[config.mk]
export PLATFORM = sky130hd
export DESIGN_NAME = dmls_ram
export DESIGN_NICKNAME = d
export VERILOG_FILES = /design/src/sv/dmls_ram.sv
export SDC_FILE = /design/constraint.sdc
export NUM_CORES = 2
export LEC_CHECK = 0
export BUFFER_PORTS_ARGS = -buffer_cell sky130_fd_sc_hd__buf_2
export CORE_MARGIN = 5
export CORE_UTILIZATION = 34
export DETAILED_ROUTE_END_ITERATION = 10
export PLACE_DENSITY = 0.57
export SLEW_MARGIN = 20
export SYNTH_ARGS = -nofsm -noshare
export SYNTH_HDL_FRONTEND = slang
export SYNTH_SLANG_ARGS = --single-unit
[constraint.sdc]
create_clock -name clk_i -period 3.1 [get_ports clk_i]
set_clock_uncertainty 0.05 [all_clocks]
set_input_delay 0.31 -clock clk_i [delete_from_list [all_inputs] [get_ports clk_i]]
set_output_delay 0.31 -clock clk_i [all_outputs]
set_load 0.01 [all_outputs]
[src/sv/dmls_ram.sv]
// Generic single-port RAM with registered read.
// No dependencies.
module dmls_ram #(
  parameter int WIDTH = 8,
  parameter int DEPTH = 256
) (
  input  logic                             clk_i,
  input  logic                             we_i,
  input  logic [(DEPTH>1?$clog2(DEPTH):1)-1:0] addr_i,
  input  logic [WIDTH-1:0]                 wdata_i,
  output logic [WIDTH-1:0]                 rdata_o
);

  logic [WIDTH-1:0] mem [DEPTH];
  logic [WIDTH-1:0] rdata_q;

  always_ff @(posedge clk_i) begin
    if (we_i) begin
      mem[addr_i] <= wdata_i;
    end
    rdata_q <= mem[addr_i];
  end

  assign rdata_o = rdata_q;

endmodule

==> summary.md <==
| Metric | Value |
|---|---|
| Status | `complete, no violations` |
| Largest net degree at the start of global routing | `105` |
| Fin crit period | `2.71 ns` |
| Startpoint types | `flop` |
| H-tree levels | `4` |
| Total congestion overflow | `0` |
| VDD IR max | `0.590 mV` |
| Fin crit share | `87.4%` |
| Via count | `38802` |
| DRC | `0` |
| Final GP Congestion | `0.798` |
| CTS clk-pin slew, worst paths | `about 0.060 ns` |
| Setup tns final | `0 ns` |
| Vias in the first global route | `39579` |
| # clock sinks | `slightly above 2000` |
| Worst-path cell chain | `mux4_2 > a22oi_1 > a21oi_1 > o41ai_1 > buf_4 > nand4_1` |
| Post-DP Area | `0.0862 mm2` |
| Drt via density | `5.34` |
| Detailed Place HPWL | `127000 um` |
| Die Wd | `490 um` |
| Mapped Area | `approximately 0.078 mm2` |
| #FFs+latches synth | `2056` |
| Ys flop type | `edfxtp_1` |
| Slowest cell on the critical path | `o41ai_1` |
| Max cap viols | `0` |
| Fill cell total of the finished layout | `between 20000 and 25000` |
| Total power | `roughly 57 mW` |
| Initial Utilization | `34.1%` |
| GRT Total Usage | `16.4%` |
| Final Max Slew Viols | `0` |
| Area growth syn-to-layout | `18.1%` |
| Nets | `around 4100` |
| Crit. End Element | `flop` |
| Worst EP required | `3.72 ns` |
| Die height | `around 490 um` |
| Register area | `0.0617 mm2` |
| FFs w/ async S/R, synth | `0%` |
| Layout Cells excl Fill | `7270` |
| Final WS setup | `about 0.39 ns` |
| Clock Latency Late Sink | `0.84 ns` |
| Unrepaired setup endpoints after global routing | `false` |
| Pwr Density | `a little over 600 mW/mm2` |
| Synth warn | `0` |
| DR pass1 iterations | `5` |
| Final core utilization | `~40%` |
| PortBufs | `25` |
| DR iter-0 viols | `3744` |
| Multi-input gate area | `0.0158 mm2` |
| Yosys cell types | `22` |
| Final Hold Viols | `0` |
| Hold WS | `around 0.21 ns` |
| Slowest stage delay, CP | `0.80 ns` |
| Worst min path class | `in -> reg` |
| Syn_area_per_cell | `22.1 um2` |
| Placed cells | `6888` |
| Detail Route Antenna Nets | `0` |
| Worst slew pin tran | `slightly below 1 ns` |
| Crit Path Max Fanout | `1` |
| Core ar. | `around 0.23 mm2` |
| First-pass GRT wire length | `~290000 um` |
| Die area | `about 0.24 mm2` |
| Cells after Synth | `3547` |
| Clk root buf | `clkbuf_16` |
| Share of layout cells above drive strength 1 | `31.6%` |
| CTS Buffer Depth | `3` |
| Fmax | `roughly 0.37 GHz` |
| Slew HR | `33.9%` |
| Reg2Reg Setup Slack | `0.39 ns` |
| Kind of critical path | `reg -> reg` |
| Row Count | `176` |
| Final setup viols | `0` |
| Place WS | `-0.534 ns` |
| Initial antenna violation count | `3` |
| Critical path arrival | `3.33 ns` |
| Leak | `28.8 nW` |
| Post-Route WL | `200000 um` |
| Syn_nets | `3565` |
| CTS tree | `yes` |
| Cell family with most CP delay | `compound AO/OA/AOI/OAI gates` |
| Ports | `26` |
| Worst path bufs/invs | `1` |
| Num CTS Buffers | `204` |
| Post-synthesis sequential area ratio | `78.6%` |
| Fin area | `0.0927 mm2` |
| Post-synth EDFFs | `~2000` |
| Wire per inst | `27.6 um` |
Yosys cell counts (8+ instances only):
cell	count	area [um2]
clkbuf_1	145	544
mux4_2	512	11500
nand3_1	13	65.1
buf_6	16	180
nand4_1	8	50.1
buf_2	36	180
a21oi_1	128	641
nor3_1	30	150
dfxtp_1	8	160
nand2_1	28	105
nor2_1	232	871
a22oi_1	256	1920
buf_1	19	71.3
o41ai_1	32	280
buf_4	16	120
edfxtp_1	2048	61500
worst register-to-register path, cell delays in order (launching register included):
cell,delay (ns)
edfxtp_1,0.37
mux4_2,0.51
a22oi_1,0.31
a21oi_1,0.15
o41ai_1,0.80
buf_4,0.27
nand4_1,0.11
report_power, final:
group          internal, mW  total [mW]  leakage, nW  switching (mW)
sequential             30.6        30.7         18.5          0.0582
clock                  13.3        23.7         3.09            10.4
combinational          1.07        2.83         7.29            1.76
total                  45.0        57.2         28.8            12.2
final cells by class:
type / instances / share of cell area [%]
flip-flops and latches: 2056 / 66.5
clock inverters: 109 / 1.10
diodes: 2 / 0.00540
repair buffers: 558 / 5.43
multi-input cells: 1258 / 17.0
well taps: 3026 / 4.09
inverters: 1 / 0.00405
clock buffers: 260 / 5.80
cell usage in the layout (no fill, tap or decap), types with 5 or more instances in the layout:
master and instances:
nor2b_1 5, buf_8 10, o41ai_1 31, a21oi_1 128, buf_2 15, nand4_1 8, edfxtp_1 2048, nand2_1 28
clkinvlp_4 7, a22oi_1 256, bufinv_16 12, nor3_1 30, clkinv_1 48, nor2_1 231, clkbuf_16 206, buf_12 62
clkbuf_1 52, buf_4 460, dfxtp_1 8, dlygate4sd3_1 11, nand3_1 9, clkinv_2 27, mux4_2 512, clkinv_16 5
kinds of logic (layout without fill, tap and decap cells):
logic type	Yosys count	in the layout	share of synthesized area [%]
AO/OA/AOI/OAI	416	416	3.62
buffers and inverters	233	928	1.40
flip-flops	2056	2056	78.6
multiplexers	512	512	14.7
other	0	2	0
AND/OR/NAND/NOR	330	330	1.73
state kept, by name, summed over array words and instances, names as in the netlist:
register	cells
mem	2048
rdata_o	8
timing repair:
item	CTS	global route
hold buffers	11	0
hold endpoints to repair	437	0
gates resized for setup	0	0
endpoints found under the setup margin	0	0
buffers inserted	0	0
final timing paths:
kind | start | end | depth (start not counted)
worst max-delay path | mem[124][5] | rdata_o[5] | 6
worst min register to register | mem[34][1] | rdata_o[1] | 5
worst max register to register | mem[124][5] | rdata_o[5] | 6
worst min-delay path | we_i | mem[12][5] | 3
per-layer routing:
metal / global-route usage (%) / share of wire (%) / vias to the layer above
li1: - / - / 16146
met1: 23.0 / 42 / 21029
met2: 27.0 / 49 / 1366
met3: 2.39 / 6.0 / 261
met4: 4.45 / 2.6 / 0
met5: 0 / 0 / -
Power figures use the tool's default switching activity.
