`src/sv/dmls_pkg.sv`:
```
// Shared types and constants for the data memory load/store unit.
// Depends on nothing; imported by dmls_check, the top level and the bench.
package dmls_pkg;

  // Data memory size in bytes and its organization as four byte lanes.
  localparam int MEM_BYTES = 1024;
  localparam int LANES     = 4;
  localparam int ROWS      = (MEM_BYTES + LANES - 1) / LANES;
  localparam int ROW_W     = (ROWS > 1) ? $clog2(ROWS) : 1;

  typedef enum logic [3:0] {
    OP_LW   = 4'd0,
    OP_LH   = 4'd1,
    OP_LHU  = 4'd2,
    OP_LB   = 4'd3,
    OP_LBU  = 4'd4,
    OP_SW   = 4'd5,
    OP_SH   = 4'd6,
    OP_SB   = 4'd7,
    OP_NONE = 4'd8
  } op_e;

  typedef enum logic [1:0] {
    ST_CLEAR,
    ST_IDLE,
    ST_WAIT
  } st_e;

  // Decode and check result for one access.
  typedef struct packed {
    logic              access;   // memory is touched by this item
    logic              ovf;
    logic              mis;
    logic              halt;     // sticky halt flag after this item
    logic [LANES-1:0]  lane_we;  // lane 0 holds the lowest (most significant) byte
    logic [ROW_W-1:0]  row;
  } check_t;

endpackage

```
`src/sv/dmls_check.sv`:
```
// Access decode: size, range and alignment checks, halt update, lane
// write enables and big-endian store data. Depends on dmls_pkg.
module dmls_check (
  input  logic [3:0]                       operation_i,
  input  logic [31:0]                      address_i,
  input  logic [31:0]                      store_data_i,
  input  logic                             halt_i,
  output dmls_pkg::check_t                 chk_o,
  output logic [dmls_pkg::LANES-1:0][7:0]  lane_wdata_o
);
  import dmls_pkg::*;

  logic [2:0]  size;
  logic        is_store;
  logic [31:0] end_addr;
  logic        ovf;
  logic        mis;
  logic        halt;

  always_comb begin
    size     = 3'd0;
    is_store = 1'b0;
    case (operation_i)
      OP_LW:         size = 3'd4;
      OP_SW:         begin size = 3'd4; is_store = 1'b1; end
      OP_LH, OP_LHU: size = 3'd2;
      OP_SH:         begin size = 3'd2; is_store = 1'b1; end
      OP_LB, OP_LBU: size = 3'd1;
      OP_SB:         begin size = 3'd1; is_store = 1'b1; end
      default:       size = 3'd0;
    endcase
  end

  assign end_addr = {1'b0, address_i[30:0]} + {29'd0, size};

  always_comb begin
    ovf = 1'b0;
    mis = 1'b0;
    if (size != 3'd0) begin
      ovf = address_i[31] | (end_addr > 32'(MEM_BYTES));
      case (size)
        3'd4:    mis = |address_i[1:0];
        3'd2:    mis = address_i[0];
        default: mis = 1'b0;
      endcase
    end
  end

  assign halt = halt_i | ovf | mis;

  always_comb begin
    chk_o        = '0;
    chk_o.access = (size != 3'd0) & ~halt;
    chk_o.ovf    = ovf;
    chk_o.mis    = mis;
    chk_o.halt   = halt;
    chk_o.row    = address_i[ROW_W+1:2];
    if (chk_o.access && is_store) begin
      case (size)
        3'd4:    chk_o.lane_we = '1;
        3'd2:    chk_o.lane_we = address_i[1] ? 4'b1100 : 4'b0011;
        default: chk_o.lane_we = 4'b0001 << address_i[1:0];
      endcase
    end
  end

  // Lane l holds byte address 4*row + l; lane 0 is the most significant.
  always_comb begin
    for (int l = 0; l < LANES; l++) begin
      case (size)
        3'd4:    lane_wdata_o[l] = store_data_i[31-8*l -: 8];
        3'd2:    lane_wdata_o[l] = l[0] ? store_data_i[7:0] : store_data_i[15:8];
        default: lane_wdata_o[l] = store_data_i[7:0];
      endcase
    end
  end

endmodule

```
`config.mk`:
```
export PLATFORM = sky130hd
export DESIGN_NAME = dmls_check
export DESIGN_NICKNAME = d
export VERILOG_FILES = /design/src/sv/dmls_pkg.sv /design/src/sv/dmls_check.sv
export SDC_FILE = /design/constraint.sdc
export NUM_CORES = 1
export LEC_CHECK = 0
export ABC_AREA = 1
export BUFFER_PORTS_ARGS = -buffer_cell sky130_fd_sc_hd__buf_2
export CAP_MARGIN = 5
export CORE_MARGIN = 5
export CORE_UTILIZATION = 46
export DETAILED_ROUTE_END_ITERATION = 10
export GPL_ROUTABILITY_DRIVEN = 0
export PLACE_DENSITY_LB_ADDON = 0.08
export SYNTH_ARGS = -nofsm -noshare
export SYNTH_HDL_FRONTEND = slang
export SYNTH_SLANG_ARGS = --single-unit
export TNS_END_PERCENT = 30
```
`constraint.sdc`:
```
create_clock -name vclk -period 4.06
set_input_delay 0.406 -clock vclk [all_inputs]
set_output_delay 0.406 -clock vclk [all_outputs]
set_load 0.02 [all_outputs]
```
==> results.toml, run 1 <==
[layout]
seq_cells = 0
final_common_cell = "nand2_1"
seq_area_um2 = 0
final_cell_mix = "nand2_1 (169), buf_2 (117), nor2_1 (63)"
nClkBuffers = 0
nets = 576
n_antenna_cell = 0
area_growth_pct = 26.6
final_layout_size_suffix_gt1_frac = 0.283
fin_util = 0.605

[timing]
period_share = 0.898
rsz0062_at_grt = "false"
max_freq_ghz = 0.274
layout_min_cycle_time_ps = 3650
setup_viol = 0
setup_tns_ps = 0
timing.final.hold_violations = 0
slew_viol_final = 0
tightest_slew_ps = 614
timing.final.ws_setup_ps = 415
maxSlewHeadroom = 0.590

[synthesis]
netlist_area_um2 = 1930
yosysTopAreaCellShare = 0.329
ys_types = 31
avgSynthCellArea_um2 = 4.77
yosys.area.top_type = "nand2_1"
yosysWarnings = 0
ys_top_cells_by_area = "nand2_1 (33%), nor2_1 (12%), inv_1 (9.7%), buf_4 (7.4%), nand3_1 (5.2%)"
ys_seq_area_frac = 0
synthesis.nets = 477
syn_inst = 404

[detailed_routing]
wirelength_mm = 6.40
antenna_left = 0
wl_met1_mm = 2.77
wl_met2_mm = 3.23
num_vias = 2674
route.met3.wl_um = 377
wl_per_cell_um = 11.6
routed.top_layer = "met4"
drc_errors = 0
drt_iter0_drc = 196
dr.pass1.iters = 4
via_per_inst = 4.85

[grt]
grt_pass1_vias = 2316
gr-total-overflow = 0
grt_max_degree = 20
grt.total_usage = 0.217
grt_pass1_wl_mm = 9.96
antenna_found_initial = 0

[floorplanning]
die_x_um = 74.7
die-area_um2 = 5580
start_util = 0.478
pin_count = 117
core_area_um2 = 4030
num_rows = 23
die_h_um = 74.7

[worst_setup_path]
path_max_fanout = 12
crit_path_end_kind = "primary output"
path_class = "in -> out"
start_kind = "input pin"
critPathRequiredTime_ps = 3650
arrival_ps = 3240

[power]
ir_worst_vdd_mv = 0.0713
powerDensity_nw_per_um2 = 107
p_leak_uw = 0.00143

[worst_hold_path]
whs_path_depth = 2
hold_path.startpoint = "address_i[2]"
min_to = "chk_o[0]"
hp-class = "in -> out"

[outcome]
outcome = "completed"

[place]
portBuffers = 117
dp_hpwl_mm = 5.69
dp_slack_ps = 336

[clock_tree]
postCtsSetupBuffers = 0

[flow_run]
cap_violations = 0
-- cell type report --
cell class                      count  area (µm²)
Fill cell                         447        1590
Multi-Input combinational cell    331        1580
Timing Repair Buffer              119         601
Inverter                           51         191
Tap cell                           50        62.6
-- synth_stat cells, drive strengths merged (3+ instances only) --
cell type,number
nand4,8
o21ai,16
nand3,23
ha,3
buf,21
xor2,3
nand3b,6
nor2,72
o211ai,8
nand2,177
inv,51
o21bai,3
-- metrics by stage --
stage,hold slack [ps],instances,instance area [µm²],power [µW]
finish,1050,551,2440,261
detailed placement,1050,551,2430,260
global placement,1050,551,2430,258
floorplan,925,404,1930,168
global route,1060,551,2440,291
CTS,1060,551,2430,261
-- metal layers --
layer / global-route usage / vias up
met3: 0.00134 / 2
li1: - / 1442
met2: 0.397 / 74
met5: 0 / -
met4: 0.00593 / 0
met1: 0.303 / 1156
-- cells by family after synthesis --
kind of cell,synth area share
adders and majority gates,0.0299
buffers and inverters,0.180
AOI/OAI and AO/OA,0.111
xor gates and xnor gates,0.0182
and+or+nand+nor,0.661
-- critical path: stages --
cell     delay [ps]
buf_2           120
xor2_1          230
nand2_1         340
fa_1            530
inv_1            80
nand3_1         110
nand2_4         130
nand2_4          80
nor2_1          200
nand2_1         100
xnor2_1         130
inv_1            50
nand2_1          40
nor2_1          120
nand3_2         110
nand2_4          90
nand3_4          80
nor2_1          100
buf_2           170
-- power by group --
group | switching (µW) | total, µW | internal, µW
combinational | 170 | 261 | 91.2
sequential | 0 | 0 | 0
clock | 0 | 0 | 0
-- how the worst max path moves through the flow --
stage                               from        end  slack, ps  cells past startpoint
after floorplan           operation_i[3]  chk_o[10]        760                     19
after global placement    operation_i[1]  chk_o[10]        370                     21
after detailed placement  operation_i[1]   chk_o[8]        340                     21
after CTS                 operation_i[1]   chk_o[8]        310                     21
after global routing      operation_i[1]   chk_o[8]         40                     20
final                     operation_i[1]   chk_o[8]        410                     19
-- timing repair --
item | in CTS | in global routing
hold buffers | 0 | 0
gates resized for setup | 0 | 1
endpoints found under the setup margin | 0 | 4
Note: power is estimated with default switching activity, not from simulation.
==> run 2: changes to the inputs <==
ABC_AREA = default   (was 1)
CORE_UTILIZATION = 41   (was 46)
TNS_END_PERCENT = default   (was 30)
==> run 2 against run 1 <==
Effect of this change: die area fell by 15%; maximum frequency fell by 5.7%; combinational power fell by 14%; critical endpoint is now chk_o[10].
==> results.toml, run 2 <==
[worst_hold_path]
hold_path.startpoint = "address_i[2]"
whs_path_depth = 2
min_to = "chk_o[0]"
hp-class = "in -> out"

[detailed_routing]
via_per_inst = 5.20
wirelength_mm = 4.87
drt_iter0_drc = 151
drc_errors = 0
antenna_left = 0
num_vias = 1917
wl_per_cell_um = 13.2
dr.pass1.iters = 4

[timing]
maxSlewHeadroom = 0.628
period_share = 0.953
whs_ps = 1050
timing.final.hold_violations = 0
max_freq_ghz = 0.259
tightest_slew_ps = 544
timing.final.ws_setup_ps = 193
setup_viol = 0
layout_min_cycle_time_ps = 3870
slew_viol_final = 0

[grt]
grt_max_degree = 20
grt_pass1_wl_mm = 6.84
grt.total_usage = 0.177
use_met1 = 0.232
gr-total-overflow = 0
use_met2 = 0.332
grt_pass1_vias = 1593
antenna_found_initial = 0
busiest_layer = "met2"
grt_util_met3 = 0.0113

[worst_setup_path]
cpLargestDelayFamily = "simple AND/OR/NAND/NOR gates"
critPathRequiredTime_ps = 3650
slowest_delay_ps = 640
critical-path-slowest-cell = "or4_4"
path_max_fanout = 7
crit_path_end_kind = "primary output"
arrival_ps = 3460
path_class = "in -> out"
crit_top_cell = "buf_2"
critical_path_depth = 15
start_kind = "input pin"
critPathBufInv = 3
worstPathCellList = "buf_2, nor2_1, nand2_1, a21oi_1, ha_2, inv_1, fa_2, nand2b_4, and2_1, or4_1, nand3_1, a41oi_1, or4_4, nor3_2, buf_2"

[floorplanning]
start_util = 0.427
num_rows = 21
die_h_um = 68.9
core_area_um2 = 3340
pin_count = 117
die-area_um2 = 4750
die_x_um = 68.9

[place]
dp_slack_ps = 27.0
dp_cells = 369
placed_area_um2 = 1940
dp_hpwl_mm = 4.15
portBuffers = 117

[synthesis]
yosysTopAreaCellShare = 0.137
netlist_top_cells_count = "nand2_1 (52), buf_4 (19), nor2_1 (17)"
ys_seq_area_frac = 0
synthesis.nets = 299
avgSynthCellArea_um2 = 6.30
ys_top_cells_by_area = "nand2_1 (14%), buf_4 (10%), mux2_2 (7.1%), nor2_1 (4.5%), xnor2_1 (4.3%)"
netlist_area_um2 = 1420
syn_inst = 226
yosysWarnings = 0
yosysMostFrequentCell = "nand2_1"
yosys.area.top_type = "nand2_1"
ys_types = 53

[layout]
final_cell_mix = "buf_2 (115), nand2_1 (52), nor2_1 (17)"
seq_area_um2 = 0
multi_input_area_um2 = 1250
area_growth_pct = 39.2
nets = 398
final_layout_size_suffix_gt1_frac = 0.467
fin_cells = 369
n_antenna_cell = 0
final_area_um2 = 1980
seq_cells = 0
fill_cells = 357
final_common_cell = "buf_2"
nClkBuffers = 0

[power]
powerDensity_nw_per_um2 = 113
ir_worst_vdd_mv = 0.0409
p_leak_uw = 0.000990

[clock_tree]
ctsHoldBuffers = 0
postCtsSetupBuffers = 0
cts_repair_resize_count = 0

[flow_run]
cap_violations = 0

[outcome]
outcome = "completed"
[run 2: kinds of logic after synthesis]
family	share of synthesized area
buf+inv	0.149
simple gates	0.439
compound gates	0.219
mux	0.0852
xor+xnor	0.0677
fa+ha+maj	0.0404
[run 2: how the worst max path moves through the flow]
stage / startpoint / end / slack (ps)
2_1_floorplan: operation_i[0] / chk_o[10] / 20
3_3_place_gp: operation_i[1] / chk_o[12] / 70
3_5_place_dp: operation_i[1] / chk_o[8] / 30
4_1_cts: operation_i[1] / chk_o[8] / 20
5_1_grt: operation_i[1] / chk_o[15] / -20
6_report: operation_i[1] / chk_o[10] / 190
[run 2: area by class of cell]
class,count,area share
Timing Repair Buffer,124,0.326
Multi-Input combinational cell,191,0.629
Inverter,8,0.0152
Tap cell,46,0.0290
[run 2: stage by stage]
step / TNS [ps] / total power [µW] / utilization
2_1_floorplan: 0 / 137 / -
6_report: 0 / 224 / 0.594
3_5_place_dp: 0 / 222 / 0.582
4_1_cts: 0 / 222 / 0.582
3_3_place_gp: 0 / 221 / 0.582
5_1_grt: -36.5 / 247 / 0.594
[run 2: routing by layer]
layer,up-vias,part of all wire
met3,2,0.095
met5,-,0
met4,0,0.0031
li1,993,-
met2,69,0.49
met1,853,0.41
[run 2: report_power, final]
part           internal (µW)  total (µW)  leakage (µW)  switching [µW]
Combinational           87.2         224      0.000990             136
Clock                      0           0             0               0
Sequential                 0           0             0               0
